<file path="src/design/paged_bump_allocator_macros.svh">
`ifndef PAGED_BUMP_ALLOCATOR_MACROS_SVH
`define PAGED_BUMP_ALLOCATOR_MACROS_SVH

// Same-cycle implication, checked out of reset.
`define PBA_ASSERT_IMP(lbl, clk, rstn, ante, cons) \
    lbl: assert property (@(posedge clk) disable iff (!rstn) (ante) |-> (cons)) \
        else $error("paged_bump_allocator: assertion failed");

// Next-cycle implication, checked out of reset.
`define PBA_ASSERT_NXT(lbl, clk, rstn, ante, cons) \
    lbl: assert property (@(posedge clk) disable iff (!rstn) (ante) |=> (cons)) \
        else $error("paged_bump_allocator: assertion failed");

`endif

</file>
<file path="src/design/pba_pkg.sv">
package pba_pkg;

    localparam int FILL_W   = 17;
    localparam int HDR_W    = 8;
    localparam int PAGE_W   = 4;
    localparam int OFFS_W   = 16;
    localparam int STATUS_W = 2;
    localparam int CFG_IDX_W = 1;

    localparam logic [FILL_W-1:0] PAGE_SIZE_RESET = 17'd4096;
    localparam logic [HDR_W-1:0]  HEADER_RESET    = 8'd24;

    localparam logic [CFG_IDX_W-1:0] CFG_PAGE_SIZE    = 1'b0;
    localparam logic [CFG_IDX_W-1:0] CFG_HEADER_BYTES = 1'b1;

    localparam logic OP_ALLOC   = 1'b0;
    localparam logic OP_RELEASE = 1'b1;

    localparam logic [STATUS_W-1:0] ST_OK        = 2'd0;
    localparam logic [STATUS_W-1:0] ST_TOO_LARGE = 2'd1;
    localparam logic [STATUS_W-1:0] ST_NO_PAGE   = 2'd2;

    typedef struct packed {
        logic              op;
        logic [FILL_W-1:0] req_size;
    } in_t;

    typedef struct packed {
        logic [STATUS_W-1:0] status;
        logic [PAGE_W-1:0]   grant_page;
        logic [OFFS_W-1:0]   grant_offset;
    } out_t;

    typedef struct packed {
        logic [FILL_W-1:0] page_size;
        logic [HDR_W-1:0]  header_bytes;
    } cfg_t;

endpackage

</file>
<file path="src/design/pba_fill_ram.sv">
module pba_fill_ram #(
    parameter int DEPTH = 16,
    parameter int AW    = 4,
    parameter int DW    = 17
) (
    input  logic          aclk,
    input  logic          wr_en,
    input  logic [AW-1:0] wr_addr,
    input  logic [DW-1:0] wr_data,
    input  logic          rd_en,
    input  logic [AW-1:0] rd_addr,
    output logic [DW-1:0] rd_data
);

    logic [DW-1:0] mem [DEPTH];
    logic [DW-1:0] rd_data_reg;

    always_ff @(posedge aclk) begin
        if (wr_en) begin
            mem[wr_addr] <= wr_data;
        end
        if (rd_en) begin
            rd_data_reg <= mem[rd_addr];
        end
    end

    assign rd_data = rd_data_reg;

endmodule

</file>
<file path="src/design/pba_ctrl.sv">
module pba_ctrl #(
    parameter int MAX_PAGES = 16,
    parameter int IDX_W     = 4,
    parameter int CNT_W     = 5
) (
    input  logic                 aclk,
    input  logic                 aresetn,
    input  pba_pkg::cfg_t        cfg,
    input  logic                 s_valid,
    output logic                 s_ready,
    input  pba_pkg::in_t         s_data,
    output logic                 m_valid,
    input  logic                 m_ready,
    output pba_pkg::out_t        m_data,
    output logic                 ram_wr_en,
    output logic [IDX_W-1:0]     ram_wr_addr,
    output logic [pba_pkg::FILL_W-1:0] ram_wr_data,
    output logic                 ram_rd_en,
    output logic [IDX_W-1:0]     ram_rd_addr,
    input  logic [pba_pkg::FILL_W-1:0] ram_rd_data
);
    import pba_pkg::*;

    typedef enum logic [1:0] {
        S_INIT,
        S_IDLE,
        S_SCAN,
        S_DONE
    } state_t;

    state_t             state_reg, state_next;
    logic [FILL_W-1:0]  req_reg, req_next;
    logic [IDX_W-1:0]   idx_reg, idx_next;
    logic [CNT_W-1:0]   used_reg, used_next;
    out_t               res_reg, res_next;
    logic               m_valid_reg, m_valid_next;
    out_t               m_data_reg, m_data_next;

    logic [FILL_W-1:0]       hdr_ext;
    logic [FILL_W-1:0]       usable;
    logic                    too_large;
    logic [CNT_W-1:0]        used_m1;
    logic [FILL_W-1:0]       room;
    logic                    fits;
    logic [PAGE_W+IDX_W-1:0] idx_page_ext;
    logic [PAGE_W+CNT_W-1:0] used_page_ext;

    assign hdr_ext   = {{(FILL_W-HDR_W){1'b0}}, cfg.header_bytes};
    assign usable    = (cfg.page_size > hdr_ext) ? cfg.page_size - hdr_ext : '0;
    assign too_large = s_data.req_size > usable;
    assign used_m1   = used_reg - CNT_W'(1);
    assign room      = (cfg.page_size > ram_rd_data) ? cfg.page_size - ram_rd_data : '0;
    assign fits      = req_reg <= room;

    assign idx_page_ext  = {{PAGE_W{1'b0}}, idx_reg};
    assign used_page_ext = {{PAGE_W{1'b0}}, used_reg};

    always_comb begin
        state_next   = state_reg;
        req_next     = req_reg;
        idx_next     = idx_reg;
        used_next    = used_reg;
        res_next     = res_reg;
        m_valid_next = m_valid_reg;
        m_data_next  = m_data_reg;
        ram_wr_en    = 1'b0;
        ram_wr_addr  = '0;
        ram_wr_data  = '0;
        ram_rd_en    = 1'b0;
        ram_rd_addr  = '0;

        if (m_valid_reg && m_ready) begin
            m_valid_next = 1'b0;
        end

        case (state_reg)
            S_INIT: begin
                // page 0 opens with the reset header
                ram_wr_en   = 1'b1;
                ram_wr_data = {{(FILL_W-HDR_W){1'b0}}, HEADER_RESET};
                state_next  = S_IDLE;
            end
            S_IDLE: begin
                if (s_valid) begin
                    req_next = s_data.req_size;
                    if (s_data.op == OP_RELEASE) begin
                        ram_wr_en   = 1'b1;
                        ram_wr_data = hdr_ext;
                        used_next   = CNT_W'(1);
                        res_next    = '{status: ST_OK, grant_page: '0, grant_offset: '0};
                        state_next  = S_DONE;
                    end else if (too_large) begin
                        res_next   = '{status: ST_TOO_LARGE, grant_page: '0,
                                       grant_offset: '0};
                        state_next = S_DONE;
                    end else begin
                        // start with the newest page
                        ram_rd_en   = 1'b1;
                        ram_rd_addr = used_m1[IDX_W-1:0];
                        idx_next    = used_m1[IDX_W-1:0];
                        state_next  = S_SCAN;
                    end
                end
            end
            S_SCAN: begin
                if (fits) begin
                    ram_wr_en   = 1'b1;
                    ram_wr_addr = idx_reg;
                    ram_wr_data = ram_rd_data + req_reg;
                    res_next    = '{status: ST_OK, grant_page: idx_page_ext[PAGE_W-1:0],
                                    grant_offset: ram_rd_data[OFFS_W-1:0]};
                    state_next  = S_DONE;
                end else if (idx_reg == '0) begin
                    if (used_reg == CNT_W'(MAX_PAGES)) begin
                        res_next = '{status: ST_NO_PAGE, grant_page: '0,
                                     grant_offset: '0};
                    end else begin
                        // open a fresh page
                        ram_wr_en   = 1'b1;
                        ram_wr_addr = used_reg[IDX_W-1:0];
                        ram_wr_data = hdr_ext + req_reg;
                        used_next   = used_reg + CNT_W'(1);
                        res_next    = '{status: ST_OK,
                                        grant_page: used_page_ext[PAGE_W-1:0],
                                        grant_offset: {{(OFFS_W-HDR_W){1'b0}},
                                                       cfg.header_bytes}};
                    end
                    state_next = S_DONE;
                end else begin
                    ram_rd_en   = 1'b1;
                    ram_rd_addr = idx_reg - IDX_W'(1);
                    idx_next    = idx_reg - IDX_W'(1);
                end
            end
            S_DONE: begin
                // hold until the output register is free
                if (!m_valid_reg || m_ready) begin
                    m_valid_next = 1'b1;
                    m_data_next  = res_reg;
                    state_next   = S_IDLE;
                end
            end
            default: begin
                state_next = S_IDLE;
            end
        endcase
    end

    always_ff @(posedge aclk) begin
        if (!aresetn) begin
            state_reg   <= S_INIT;
            used_reg    <= CNT_W'(1);
            m_valid_reg <= 1'b0;
        end else begin
            state_reg   <= state_next;
            used_reg    <= used_next;
            m_valid_reg <= m_valid_next;
        end
        req_reg    <= req_next;
        idx_reg    <= idx_next;
        res_reg    <= res_next;
        m_data_reg <= m_data_next;
    end

    assign s_ready = (state_reg == S_IDLE);
    assign m_valid = m_valid_reg;
    assign m_data  = m_data_reg;

endmodule

</file>
<file path="src/design/paged_bump_allocator.sv">
// Release and too-large: the result is registered and waits in S_DONE until the output
// register is free; s_ready stays low until the return to S_IDLE.
// Allocate visits k pages (k = 1..pages open, opening a page visits all) in S_SCAN, where
// the fill RAM read port checks one page per cycle, newest first, before S_DONE.
// Reset: synchronous active-low; after reset the S_INIT state writes page 0's fill with
// the reset header before the first transaction; config registers take reset values.
`include "paged_bump_allocator_macros.svh"

module paged_bump_allocator #(
    parameter int MAX_PAGES = 16
) (
    input  logic                             aclk,
    input  logic                             aresetn,
    input  logic                             s_valid,
    output logic                             s_ready,
    input  pba_pkg::in_t                     s_data,
    output logic                             m_valid,
    input  logic                             m_ready,
    output pba_pkg::out_t                    m_data,
    input  logic                             cfg_valid,
    output logic                             cfg_ready,
    input  logic [pba_pkg::CFG_IDX_W-1:0]    cfg_index,
    input  logic [pba_pkg::FILL_W-1:0]       cfg_data
);
    import pba_pkg::*;

    localparam int IDX_W = (MAX_PAGES > 1) ? $clog2(MAX_PAGES) : 1;
    localparam int CNT_W = $clog2(MAX_PAGES + 1);

    cfg_t               cfg_reg, cfg_next;
    logic               ram_wr_en;
    logic [IDX_W-1:0]   ram_wr_addr;
    logic [FILL_W-1:0]  ram_wr_data;
    logic               ram_rd_en;
    logic [IDX_W-1:0]   ram_rd_addr;
    logic [FILL_W-1:0]  ram_rd_data;

    assign cfg_ready = 1'b1;

    always_comb begin
        cfg_next = cfg_reg;
        if (cfg_valid) begin
            case (cfg_index)
                CFG_PAGE_SIZE:    cfg_next.page_size    = cfg_data;
                CFG_HEADER_BYTES: cfg_next.header_bytes = cfg_data[HDR_W-1:0];
                default: begin
                end
            endcase
        end
    end

    always_ff @(posedge aclk) begin
        if (!aresetn) begin
            cfg_reg <= '{page_size: PAGE_SIZE_RESET, header_bytes: HEADER_RESET};
        end else begin
            cfg_reg <= cfg_next;
        end
    end

    pba_ctrl #(
        .MAX_PAGES (MAX_PAGES),
        .IDX_W     (IDX_W),
        .CNT_W     (CNT_W)
    ) u_ctrl (
        .aclk        (aclk),
        .aresetn     (aresetn),
        .cfg         (cfg_reg),
        .s_valid     (s_valid),
        .s_ready     (s_ready),
        .s_data      (s_data),
        .m_valid     (m_valid),
        .m_ready     (m_ready),
        .m_data      (m_data),
        .ram_wr_en   (ram_wr_en),
        .ram_wr_addr (ram_wr_addr),
        .ram_wr_data (ram_wr_data),
        .ram_rd_en   (ram_rd_en),
        .ram_rd_addr (ram_rd_addr),
        .ram_rd_data (ram_rd_data)
    );

    pba_fill_ram #(
        .DEPTH (MAX_PAGES),
        .AW    (IDX_W),
        .DW    (FILL_W)
    ) u_fill_ram (
        .aclk    (aclk),
        .wr_en   (ram_wr_en),
        .wr_addr (ram_wr_addr),
        .wr_data (ram_wr_data),
        .rd_en   (ram_rd_en),
        .rd_addr (ram_rd_addr),
        .rd_data (ram_rd_data)
    );

    `PBA_ASSERT_NXT(a_busy_after_accept, aclk, aresetn, s_valid && s_ready, !s_ready)
    `PBA_ASSERT_IMP(a_ram_no_overlap, aclk, aresetn, ram_wr_en, !ram_rd_en)
    `PBA_ASSERT_IMP(a_fail_zero_grant, aclk, aresetn, m_valid && (m_data.status != ST_OK), (m_data.grant_page == '0) && (m_data.grant_offset == '0))

endmodule
</file>
<file path="config.mk">
export PLATFORM = sky130hd
export DESIGN_NAME = paged_bump_allocator
export DESIGN_NICKNAME = d
export VERILOG_FILES = /design/src/design/pba_pkg.sv /design/src/design/pba_fill_ram.sv /design/src/design/pba_ctrl.sv /design/src/design/paged_bump_allocator.sv
export VERILOG_INCLUDE_DIRS = /design/src /design/src/design
export SDC_FILE = /design/constraint.sdc
export NUM_CORES = 1
export LEC_CHECK = 0
export CAP_MARGIN = 20
export CORE_UTILIZATION = 40
export CTS_CLUSTER_SIZE = 28
export DETAILED_ROUTE_END_ITERATION = 8
export DONT_BUFFER_PORTS = 1
export HOLD_SLACK_MARGIN = 0.03
export SLEW_MARGIN = 20
export SYNTH_ARGS = -nofsm -noshare
export SYNTH_HDL_FRONTEND = slang
export SYNTH_SLANG_ARGS = --single-unit
</file>
<file path="constraint.sdc">
create_clock -name aclk -period 5.8 [get_ports aclk]
set_input_delay 1.16 -clock aclk [delete_from_list [all_inputs] [get_ports aclk]]
set_output_delay 1.16 -clock aclk [all_outputs]
set_load 0.05 [all_outputs]
</file>
==> summary.md <==
| Metric | Value |
|---|---|
| Run status | `finished clean` |
| Chip Width | `223.7 microns` |
| XOR/XNOR Fraction of Synth Area | `2.538%` |
| Largest family of logic cells by synthesized area | `compound AO/OA/AOI/OAI gates` |
| Post-Syn Area | `0.01967 sq mm` |
| Max-Cap Viols | `0` |
| RSZ-0062 raised after global routing | `yes` |
| Share of post-route cells with drive strength above 1 | `14.01%` |
| Tmin final | `5.591 ns` |
| Top_reg_cell synth | `sky130_fd_sc_hd__edfxtp_1` |
| Clk sink count | `387` |
| CTS root buffer | `sky130_fd_sc_hd__clkbuf_16` |
| Number of buffers inserted by hold repair at cts | `0` |
| Combined flip-flop and latch cell area | `0.01129 sq mm` |
| Required time at the worst-slack endpoint | `6.09 ns` |
| Total number of H-tree levels | `2` |
| Critical path data arrival time | `5.88 ns` |
| Remaining antenna violation count after routing | `0` |
| Critical path peak fanout | `17` |
| Tot GR Track Use | `22.87%` |
| Post-route worst hold slack | `0.4178 ns` |
| Endpoint type of the worst setup path | `flop` |
| DR pass1 iterations | `6` |
| Overflow after GRT | `0` |
| Hpwl dp | `37430 microns` |
| Layout fillers | `4272` |
| Mean area per synthesized cell | `11.81 sq um` |
| Area used by multi-input combinational logic | `0.007940 sq mm` |
| Worst slew slack as a fraction of its limit | `35.97%` |
| Pin count of the biggest net entering global routing | `70` |
| Post-route setup slack | `0.2089 ns` |
| Critical path class | `reg -> reg` |
| Max clock buf depth | `3` |
| CTS clock-pin slew for the worst setup and hold paths | `0.06 ns` |
| Final setup violation count | `0` |
| Via density per instance | `5.964` |
| Count of flip-flops with a built-in enable after synthesis | `354` |
| Top-level port count | `66` |
| Via count of the first global-routing pass | `13.80k` |
| Core box area | `0.04815 sq mm` |
| TritonCTS clock tree | `done` |
| Initial standard-cell utilization of the core | `40.85%` |
| Worst clock skew | `0.01719 ns` |
| Gp weighted congestion | `0.9298` |
| Slew at the pin with the worst max-slew slack | `0.9594 ns` |
| Portion of the post-synthesis area used by sequential elements | `57.40%` |
| Static Leakage | `0.008092 uW` |
| Sort of element at the start of the critical path | `flop` |
| Portion of netlist area occupied by mux cells | `2.373%` |
| Number of placement rows | `80` |
| Maximum vdd drop | `0.2539 mV` |
| Total cell area at the placement stage | `0.02114 sq mm` |
| Insertion delay to the later sink of the worst-skew pair | `0.59 ns` |
| Post-synthesis register bit count | `387` |
| Commonest cells in the netlist | `sky130_fd_sc_hd__edfxtp_1 (354), sky130_fd_sc_hd__nand2_1 (182), sky130_fd_sc_hd__nor2_1 (101)` |
| Post-synthesis simple-gate area fraction | `11.67%` |
| Drt first-iter violations | `1619` |
| Die area | `0.05006 sq mm` |
| Cell type contributing the most total cell area after synthesis | `sky130_fd_sc_hd__edfxtp_1` |
| Initial antenna violation count | `0` |
| Worst slack at placement | `-0.02947 ns` |
| Share of synthesized flip-flops with an asynchronous set or reset | `0%` |
| Distinct cell type count after synthesis | `87` |
| Adder-cell share of the synthesized area | `6.196%` |
| Die height | `223.7 microns` |
| First-pass GRT wire length | `86290 microns` |
| Synth-to-layout area growth | `15.77%` |
| Setup TNS | `0 ns` |
| Max Transition Viols Final | `0` |
| NumNets Final | `1846` |
| Number of port buffers | `0` |
| Instance count of the mapped netlist | `1665` |
| Detailed-route via count | `14.30k` |
| Top post-synthesis cells by area | `sky130_fd_sc_hd__edfxtp_1 (54%), sky130_fd_sc_hd__ha_1 (5.8%), sky130_fd_sc_hd__nand2_1 (3.5%)` |
| DRT Wirelength | `58830 microns` |
| Highest clock rate | `178.9 MHz` |
| Top cell type's share of synthesized area | `54.05%` |
| Routed length per instance | `24.53 microns` |
| Flip-flop count of the largest register after layout | `272` |
| Most instantiated library cell after synthesis | `sky130_fd_sc_hd__edfxtp_1` |
| Post-synth net total | `1801` |
| Post-route cell area | `0.02277 sq mm` |
| CTS buffer count | `43` |
| DRC Markers | `0` |
| Complex-gate fraction of the synthesized area | `16.51%` |
| Worst Hold Class | `reg -> reg` |
| Power density over cell area | `388.8 mW/mm^2` |
| Hold Vio Cnt, Final | `0` |
| Final clock period utilization by the worst path | `96.40%` |
| Ys Warns | `0` |
| Diodes inserted | `0` |
## path summary, 6_finish.rpt
kind / start / end / slack [ns] / depth (start not counted)
hold / removal: u_ctrl.res_reg[20] / u_ctrl.m_data[20] / 0.42 / 0
setup reg to reg: u_fill_ram.rd_data[2] / u_fill_ram.mem[1][2] / 0.21 / 23
setup / recovery: u_fill_ram.rd_data[2] / u_fill_ram.mem[1][2] / 0.21 / 23
hold reg to reg: u_ctrl.res_reg[20] / u_ctrl.m_data[20] / 0.42 / 0
## critical path, stage by stage (launching register included)
cell,delay [ns]
sky130_fd_sc_hd__edfxtp_1,0.46
sky130_fd_sc_hd__inv_1,0.10
sky130_fd_sc_hd__ha_1,0.38
sky130_fd_sc_hd__o21ai_0,0.15
sky130_fd_sc_hd__a21oi_1,0.24
sky130_fd_sc_hd__o21ai_1,0.13
sky130_fd_sc_hd__a21oi_2,0.22
sky130_fd_sc_hd__o2111ai_1,0.21
sky130_fd_sc_hd__a31oi_1,0.27
sky130_fd_sc_hd__a21bo_2,0.25
sky130_fd_sc_hd__buf_4,0.17
sky130_fd_sc_hd__nand3b_1,0.08
sky130_fd_sc_hd__ha_1,0.31
sky130_fd_sc_hd__nand4_1,0.14
sky130_fd_sc_hd__nor4_4,0.07
sky130_fd_sc_hd__a221o_1,0.38
sky130_fd_sc_hd__a211o_1,0.30
sky130_fd_sc_hd__nand2_1,0.11
sky130_fd_sc_hd__buf_12,0.16
sky130_fd_sc_hd__mux2i_2,0.33
sky130_fd_sc_hd__or3_1,0.22
sky130_fd_sc_hd__nand2_1,0.15
sky130_fd_sc_hd__nor2_2,0.24
sky130_fd_sc_hd__buf_6,0.22
## area by class of cell
type,instances,share of cell area (%)
clock buffers,55,4.923
inverters,67,1.104
well taps,656,3.605
clock inverters,22,0.9451
flip-flops and latches,387,49.59
repair buffers,97,4.962
multi-input cells,1114,34.87
## placed cells by master (no fill, tap or decap), drive strengths merged, types with 5 or more instances in the layout
| master | instances |
|---|---|
| nor4 | 7 |
| nor3b | 5 |
| a21boi | 25 |
| nand2 | 182 |
| nand2b | 7 |
| nor2b | 8 |
| o211ai | 6 |
| dfxtp | 33 |
| clkbuf | 59 |
| mux2i | 5 |
| a21oi | 87 |
| a211o | 20 |
| nand3 | 19 |
| o21ai | 98 |
| and3 | 9 |
| nor2 | 105 |
| o2111a | 17 |
| mux4 | 17 |
| ha | 91 |
| xor2 | 24 |
| o31ai | 70 |
| buf | 93 |
| a21o | 18 |
| a211oi | 10 |
| clkinv | 16 |
| and2 | 5 |
| xnor2 | 33 |
| inv | 70 |
| edfxtp | 354 |
| a31oi | 22 |
| or3 | 78 |
| o211a | 19 |
| a22oi | 9 |
| nor3 | 21 |
| o311ai | 18 |
| nand4 | 18 |
## cell families (layout without fill, tap and decap cells)
group | count (synthesis) | count (layout)
AO/OA/AOI/OAI | 461 | 461
XOR/XNOR | 57 | 57
adder cells (fa/ha/maj) | 95 | 95
buffers and inverters | 164 | 241
flip-flops | 387 | 387
multiplexers | 24 | 24
other | 1 | 1
AND/OR/NAND/NOR | 476 | 476
## metrics by stage
stage               utilization, %  cells  total power (uW)
floorplan                        -   1665              5269
global placement             43.91   2309              6170
CTS                          46.70   2386              8818
global route                 47.29   2398              9220
detailed placement           43.91   2309              6195
finish                       47.29   2398              8854
## timing repair
item                                    in CTS  in global routing
resized for setup                            2                 44
endpoints found under the hold margin        0                  0
setup buffers                                0                  7
gates cloned                                 0                  5
pin swaps                                    0                 15
endpoints found under the setup margin      17                483
## power by group
part	switching (uW)	leakage, uW	internal [uW]
Sequential	207	0.00360	3460
Clock	1180	0.000643	1440
Combinational	1740	0.00385	827
Total	3130	0.00809	5730
## per-layer routing
metal / track usage (%) / routed length [microns]
met1: 30.97 / 24580
met2: 37.12 / 27530
met3: 3.620 / 4751
met4: 8.308 / 1961
met5: 0 / 0
(Power assumes the default switching activity.)
